--- src/rtl/core/ldrlux_pkg.sv ---
package ldrlux_pkg;

  typedef enum logic [2:0] {
    CfgPullUpOhms    = 3'd0,
    CfgReferenceOhms = 3'd1,
    CfgReferenceLux  = 3'd2,
    CfgFloorLux      = 3'd3,
    CfgCeilingLux    = 3'd4
  } cfg_idx_e;

  typedef struct packed {
    logic zero;
    logic full;
  } flags_t;

  localparam int unsigned OhmsW   = 20;
  localparam int unsigned RefLuxW = 10;
  localparam int unsigned LuxW    = 16;
  localparam int unsigned RW      = 17;
  localparam int unsigned RatioW  = 23;
  localparam int unsigned FracW   = 16;
  localparam int unsigned Div2NW  = OhmsW + FracW;
  localparam int unsigned SqrtVW  = 40;
  localparam int unsigned SqrtRW  = SqrtVW / 2;
  localparam int unsigned Prod1W  = RatioW + SqrtRW;
  localparam int unsigned Prod2W  = Prod1W + RefLuxW;
  localparam int unsigned LuxRawW = Prod2W - 32;

  localparam logic [RW-1:0]     RMinOhms = 17'd100;
  localparam logic [RW-1:0]     RMaxOhms = 17'd100000;
  localparam logic [RatioW-1:0] RatioMax = 23'h7FFFFF;

endpackage

--- src/rtl/core/ldrlux_div_cell.sv ---
module ldrlux_div_cell import ldrlux_pkg::*; #(
  parameter int unsigned NW = 32,
  parameter int unsigned DW = 12,
  parameter int unsigned SW = 2
) (
  input  logic          clk_i,
  input  logic          rst_ni,
  input  logic          en_i,
  input  logic          valid_i,
  input  logic [DW-1:0] rem_i,
  input  logic [NW-1:0] num_i,
  input  logic [DW-1:0] den_i,
  input  logic [SW-1:0] side_i,
  output logic          valid_o,
  output logic [DW-1:0] rem_o,
  output logic [NW-1:0] num_o,
  output logic [DW-1:0] den_o,
  output logic [SW-1:0] side_o
);

  logic [DW:0]   trial;
  logic [DW:0]   diff;
  logic          ge;
  logic [DW-1:0] rem_d;
  logic [NW-1:0] num_d;

  assign trial = {rem_i, num_i[NW-1]};
  assign ge    = trial >= {1'b0, den_i};
  assign diff  = trial - {1'b0, den_i};
  assign rem_d = ge ? diff[DW-1:0] : trial[DW-1:0];
  assign num_d = {num_i[NW-2:0], ge};

  always_ff @(posedge clk_i or negedge rst_ni) begin
    if (!rst_ni) begin
      valid_o <= 1'b0;
    end else if (en_i) begin
      valid_o <= valid_i;
    end
  end

  always_ff @(posedge clk_i) begin
    if (en_i) begin
      rem_o  <= rem_d;
      num_o  <= num_d;
      den_o  <= den_i;
      side_o <= side_i;
    end
  end

endmodule

--- config.mk ---
export PLATFORM = sky130hd
export DESIGN_NAME = ldrlux_div_cell
export DESIGN_NICKNAME = d
export VERILOG_FILES = /design/src/rtl/core/ldrlux_pkg.sv /design/src/rtl/core/ldrlux_div_cell.sv
export SDC_FILE = /design/constraint.sdc
export NUM_CORES = 1
export LEC_CHECK = 0
export ABC_AREA = 1
export BUFFER_PORTS_ARGS = -buffer_cell sky130_fd_sc_hd__buf_2
export CAP_MARGIN = 10
export CORE_MARGIN = 2
export CORE_UTILIZATION = 40
export CTS_BUF_LIST = sky130_fd_sc_hd__clkbuf_8
export DETAILED_ROUTE_END_ITERATION = 7
export PLACE_DENSITY = 0.81
export SLEW_MARGIN = 5
export SYNTH_ARGS = -nofsm -noshare
export SYNTH_HDL_FRONTEND = slang
export SYNTH_SLANG_ARGS = --single-unit
--- constraint.sdc ---
create_clock -name clk_i -period 1.77 [get_ports clk_i]
set_clock_uncertainty 0.05 [all_clocks]
set_input_delay 0.354 -clock clk_i [delete_from_list [all_inputs] [get_ports clk_i]]
set_output_delay 0.354 -clock clk_i [all_outputs]
set_load 0.02 [all_outputs]
; After elaboration in Yosys (flattened, before gate mapping)
; Index checks and enable logic that the tools add are counted.
[word_totals]
in_bits = 62
wordCells = 8
ff_bits = 59
out_inout_bits = 59
[op_classes]
n_mux = 1
add_sub_neg = 1
n_lt_le_gt_ge = 1
[op_table]
columns = cell, count
row1 = $ge A13 B12 Y1, 1
row2 = $mux W12, 1
row3 = $sub A12 B12 Y12, 1

; Depth between registers and ports, before layout
; Gate-level depths: netlist (run 1).
[logic_depth]
depth_word = 2
ltp_mapped = 11
depth_no_buf = 11

; Worst setup path after synthesis (run 1)
; No wires, ideal clock.
[synth_timing]
path_type = input to register
from = in den_i[8]
to = reg rem_o[6] (data pin)
slack_ns = -0.099
n_path_buf = 1
arrival_time_ns = 1.566
stages = 11
t_required_ns = 1.467
setup_time_ns = 0.253
cell_sequence = inv_1 ha_1 nand2_2 inv_1 nand2_1 nand2_2 a21oi_4 nand3_4 buf_12 nand2_2 nand2_1
[synth_via]
elab_chain_len = 2
[synth_rtl]
columns = item, line_no
row1 = "start, declared", ldrlux_div_cell.sv:12  ; input logic [DW-1:0] den_i,
row2 = $ge A13 B12 Y1, ldrlux_div_cell.sv:28  ; assign ge = trial >= {1'b0, den_i};
row3 = via ge, ldrlux_div_cell.sv:23  ; logic ge;
row4 = $mux W12, ldrlux_div_cell.sv:30  ; assign rem_d = ge ? diff[DW-1:0] : trial[DW-1:0];
row5 = via rem_d[6], ldrlux_div_cell.sv:24  ; logic [DW-1:0] rem_d;
row6 = "end signal, assigned", ldrlux_div_cell.sv:43  ; rem_o <= rem_d;
row7 = "end, declared", ldrlux_div_cell.sv:15  ; output logic [DW-1:0] rem_o,
; The timed path passes the listed nets, and every way through them passes these cells.
; A chain may end at the register's enable or synchronous reset.

; Final worst setup path (run 1)
[layout_timing]
from = in den_i[8]
to = reg rem_o[5] (data pin)
[layout_via]
elab_chain_len = 2
[layout_rtl]
columns = item, line_no
row1 = $ge A13 B12 Y1, ldrlux_div_cell.sv:28
row2 = $mux W12, ldrlux_div_cell.sv:30
row3 = via rem_d[5], ldrlux_div_cell.sv:24
; The timed path passes the listed nets, and every way through them passes these cells.

==> results of run 1 <==
registers in the layout, indices dropped and copies added, names as in the netlist:
register	flops
den_o	12
num_o	32
rem_o	12
side_o	2
valid_o	1
per-stage QoR:
step,cells,setup TNS (ns),utilization [%]
after floorplan,243,-0.00211,-
after global placement,488,-2.03,56.9
after detailed placement,488,-2.90,56.9
after CTS,505,0,59.4
after global routing,505,-0.0200,59.5
final,505,0,59.5
power by group through the flow:
| stage | logic [uW] | registers [uW] | clock network [uW] |
|---|---|---|---|
| after global routing | 948 | 1730 | 1060 |
| final | 868 | 1720 | 985 |
| after detailed placement | 868 | 1750 | 0 |
| after CTS | 873 | 1720 | 1010 |
| after floorplan | 324 | 1930 | 0 |
| after global placement | 844 | 1750 | 0 |
layer usage:
metal | track usage (%) | vias to the layer above
li1 | - | 1134
met1 | 17.1 | 1046
met2 | 31.3 | 107
met3 | 5.94 | 7
met4 | 5.87 | 0
met5 | 0 | -
repair_timing:
item / CTS / global route
resized for setup: 0 / 1
setup endpoints to repair: 0 / 4
hold buffers: 1 / 0
hold endpoints to repair: 1 / 0
cell type report:
type / count / area, um^2
Clock buffer: 9 / 124
Tap cell: 96 / 120
Inverter: 45 / 179
Timing Repair Buffer: 151 / 848
Clock inverter: 7 / 36.3
Fill cell: 554 / 2750
Multi-Input combinational cell: 138 / 967
Sequential cell: 59 / 1770
cells by family (layout without fill, tap and decap cells):
family          Yosys count  after routing  synth area share, %
simple gates            108            108                 19.2
flops                    59             59                 63.1
buf+inv                  46            212                 6.75
fa+ha+maj                13             13                 6.08
compound gates           10             10                 2.59
xor+xnor                  6              6                 1.88
mux                       1              1                0.402
cells in the mapped netlist (all sizes together):
library cell,instances
o21ai,6
buf,1
a21oi,4
nand3b,2
nand2,67
ha,12
dfrtp,1
nand3,16
mux2,1
edfxtp,58
xnor2,1
nand4,9
fa,1
nor2,12
inv,45
xor2,5
nor3,2
worst paths after layout:
kind / startpoint / to / slack [ns] / cells after the start
max reg2reg: valid_o / valid_o / 0.98 / 1
min reg2reg: valid_o / valid_o / 0.46 / 1
min: num_i[8] / num_o[9] / 0.15 / 1
max: den_i[8] / rem_o[5] / 0.08 / 11
max in group asynchronous: rst_ni / valid_o / 1.31 / 2
min in group asynchronous: rst_ni / valid_o / 0.28 / 2
==> impl_metrics.tcl, run 1 <==
set metrics [dict create \
    via_count 2294 \
    crit_required_ns 1.79 \
    worst_slew_margin_rel_pct 80.2 \
    ir_drop_mv 0.434 \
    worst_path_max_delay_cell "nand3_4" \
    dieArea_mm2 0.00769 \
    grt_max_degree 42 \
    critPathMaxFanout 19 \
    grt_overflow 0 \
    grt_pass1_vias 2247 \
    drt_iter0_markers 132 \
    cp.arrival_ns 1.71 \
    setup_slack_ns 0.0845 \
    cp_top_family "simple AND/OR/NAND/NOR gates" \
    wl_mm 6.45 \
    cts-htree-levels 3 \
    route.met3.wl_um 581 \
    timing.final.crit_period_ns 1.69 \
    wl_met1_mm 2.42 \
    clockBufferDepth 2 \
    max_stage_delay_ns 0.26 \
    internal_power_uw 2530 \
    clock_power_share_pct 27.6 \
    finalPower_uw 3570 \
    drv_slew 0 \
    vias_per_cell 4.54 \
    hold_slack_ns 0.148 \
    yosysWarnings 0 \
    crit_chain "buf_2, inv_6, ha_4, nand2_1, nand2_1, inv_1, nand2_2, a21oi_4, nand3_4, nand2_1, o21ai_2" \
    most-common-layout-cells "buf_2, nand2_1, edfxtp_1" \
    post-place-ws_ns -0.262 \
    p_sw_share_pct 29.2 \
    status "completed" \
    die_h_um 87.7 \
    antenna_left 0 \
    cts_tree "done" \
    hold_class "primary input to register" \
    die_w_um 87.7 \
    fmax_mhz 593 \
    gp_congestion 0.826 \
    hold_viol_final 0 \
    wl_per_cell_um 12.8 \
    portBuffers 120 \
    io_pins 121 \
    rsz0062_at_grt "yes" \
    tightest_slew_ns 0.297 \
    drc_errors 0 \
    finalSetupViolations 0 \
    leakage_uw 0.00194 \
    synth_top_area_cell "edfxtp_1" \
    highest_layer "met4" \
    crit_type "primary input to register" \
    final_common_cell "buf_2" \
    finalNetCount 479 \
    p_seq_share_pct 48.1 \
    area_delta_synth_final_pct 44.3 \
    cts_setup_buffers 0 \
    numCtsBuffers 9 \
    ys_top_cells_by_area "edfxtp_1, nand2_1, inv_1" \
    cts_sinks 59 \
    synth_top_area_share_pct 62.2 \
    insertedDiodeCount 0 \
    synth_area_per_cell_um2 11.5 \
    hpwl_mm 5.23 \
    power_density_mw_per_mm2 884 \
    cap_violations 0 \
    cts_root_buffer "clkbuf_8" \
    endpoint_kind "register" \
    postPlaceCellArea_mm2 0.00387 \
    initial_utilization_pct 41.2 \
    synth.distinct_cells 27 \
    cts.clk_slew.worst_paths_ns 0.06 \
    core_mm2 0.00679 \
    drt_pass1_iterations 5 \
    antenna_found_initial 0 \
    ys_seq_area_share_pct 63.1 \
    pwr-share-comb_pct 24.3 \
    synth.cell_area_mm2 0.00280 \
    wl_met2_mm 3.40 \
    row_count 30 \
    syn_inst 243 \
    start_kind "primary input" \
    clk_latency_ns 0.33 \
    fin_area_mm2 0.00404 \
    cp_common_cell "nand2_1" \
    period_share_pct 95.2 \
    switching_power_uw 1040 \
    grt_pass1_wl_mm 9.87 \
    critPathBufInv 3 \
    postSynthRegisterBits 59 \
    syn_nets 318 \
    grt_util_all_layers_pct 16.7 \
    drive_gt1_share_pct 49.9 \
]
Note: power is estimated with default switching activity, not from simulation.
==> inputs of run 2 (changes only) <==
CORE_UTILIZATION = 53   (was 40)
PLACE_DENSITY = 0.95   (was 0.81)
==> impl_metrics.tcl, run 2 (synthesis gave the netlist of run 1 again) <==
set metrics [dict create \
    status "finished, violations left" \
    violations "setup timing" \
    largest-register "num_o" \
    post-place-ws_ns -0.287 \
    dieArea_mm2 0.00588 \
    antenna_found_initial 1 \
    grt_max_degree 20 \
    grt_pass1_vias 2483 \
    initial_utilization_pct 54.8 \
    crit_type "primary input to register" \
    period_share_pct 101 \
    antenna_left 0 \
    drt_pass1_iterations 5 \
    critPathMaxFanout 8 \
    grt_pass1_wl_mm 12.6 \
    hold_depth 1 \
    fillers 271 \
    reg2reg_depth 1 \
    fmax_mhz 557 \
    via_count 2779 \
    die_h_um 76.7 \
    endpoint_kind "register" \
    critical_path_depth 11 \
    crit_required_ns 1.82 \
    clockBufferDepth 2 \
    cts.clk_slew.worst_paths_ns 0.09 \
    max_stage_delay_ns 0.27 \
    crit_chain "buf_2, inv_6, ha_4, nand2_1, nand2_1, inv_1, nand2_2, a21oi_4, nand3_2, nand2_1, o21ai_2" \
    final_core_util_pct 81.5 \
    drive_gt1_share_pct 51.8 \
    final-instance-count-excl-fill 495 \
    worst_slew_margin_rel_pct 68.6 \
    cts_tree "done" \
    portBuffers 120 \
    fin_area_mm2 0.00416 \
    clk_latency_ns 0.34 \
    wl_per_cell_um 19.7 \
    final_common_cell "buf_2" \
    cts_sinks 59 \
    switching_power_uw 1220 \
    finalNetCount 493 \
    multiInputGateArea_um2 1000 \
    postPlaceCellArea_mm2 0.00389 \
    pwr-share-comb_pct 26.2 \
    finalSetupViolations 3 \
    grt_overflow 0 \
    core_mm2 0.00511 \
    p_seq_share_pct 45.6 \
    tns_ns -0.0355 \
    cp_top_family "simple AND/OR/NAND/NOR gates" \
    drt_iter0_markers 300 \
    vias_per_cell 5.61 \
    drc_errors 0 \
    most-common-layout-cells "buf_2, nand2_1, edfxtp_1" \
    regArea_mm2 0.00177 \
    critPathBufInv 3 \
    internal_power_uw 2570 \
    die_w_um 76.7 \
    dp.cells 467 \
    setup_slack_ns -0.0253 \
    row_count 26 \
    area_delta_synth_final_pct 48.6 \
    worst_path_max_delay_cell "ha_4" \
    grt_util_all_layers_pct 28.2 \
    hold_class "primary input to register" \
    cp.arrival_ns 1.84 \
    start_kind "primary input" \
    cts-htree-levels 3 \
    leakage_uw 0.00201 \
    drv_slew 0 \
    tightest_slew_ns 0.471 \
    io_pins 121 \
    gp_congestion 0.862 \
    numCtsBuffers 9 \
    timing.final.crit_period_ns 1.80 \
    reg_top3 "num_o: 32 flops, den_o: 12 flops, rem_o: 12 flops" \
    cp_common_cell "nand2_1" \
    power_density_mw_per_mm2 911 \
    wl_mm 9.77 \
    hpwl_mm 5.87 \
    ir_drop_mv 0.501 \
    p_sw_share_pct 32.1 \
    hold_viol_final 0 \
    cts_root_buffer "clkbuf_8" \
    largest_reg_flops 32 \
    cap_violations 0 \
    clock_power_share_pct 28.2 \
]
-- run 2: cell type report --
class | instances | share of cell area [%]
Timing Repair Buffer | 163 | 23.2
Clock inverter | 7 | 0.872
Sequential cell | 59 | 42.5
Clock buffer | 9 | 2.98
Antenna cell | 2 | 0.120
Tap cell | 70 | 2.10
Inverter | 45 | 4.30
Multi-Input combinational cell | 140 | 24.0
-- run 2: through the flow --
step	total power [uW]	hold slack (ns)
2_1_floorplan	2250	0.00841
3_3_place_gp	2600	0.0780
3_5_place_dp	2650	0.0862
4_1_cts	3640	0.131
5_1_grt	3890	0.108
6_report	3790	0.112
-- run 2: timing repair --
action,in CTS,in global routing
hold buffers,1,0
setup endpoints to repair,0,5
gates resized for setup,0,2
buffers inserted,0,7
endpoints found under the hold margin,1,0
-- run 2: path summary, 6_finish.rpt --
| check | start | end | slack, ns |
|---|---|---|---|
| setup / recovery | den_i[8] | rem_o[5] | -0.03 |
| hold / removal | num_i[21] | num_o[22] | 0.11 |
| setup reg to reg | valid_o | valid_o | 0.93 |
| hold reg to reg | valid_o | valid_o | 0.52 |
| max in group asynchronous | rst_ni | valid_o | 1.25 |
| min in group asynchronous | rst_ni | valid_o | 0.33 |
-- run 2: power groups by stage --
stage / Combinational, uW / Clock, uW / Sequential (uW)
3_3_place_gp: 855 / 0 / 1740
3_5_place_dp: 895 / 0 / 1750
2_1_floorplan: 324 / 0 / 1930
5_1_grt: 1040 / 1110 / 1740
6_report: 993 / 1070 / 1730
4_1_cts: 913 / 1000 / 1730
-- run 2: per-layer routing --
layer	track usage [%]	wire, um
met5	0	0
met4	10.4	504
met3	8.94	1250
met2	50.0	4710
met1	31.6	3300
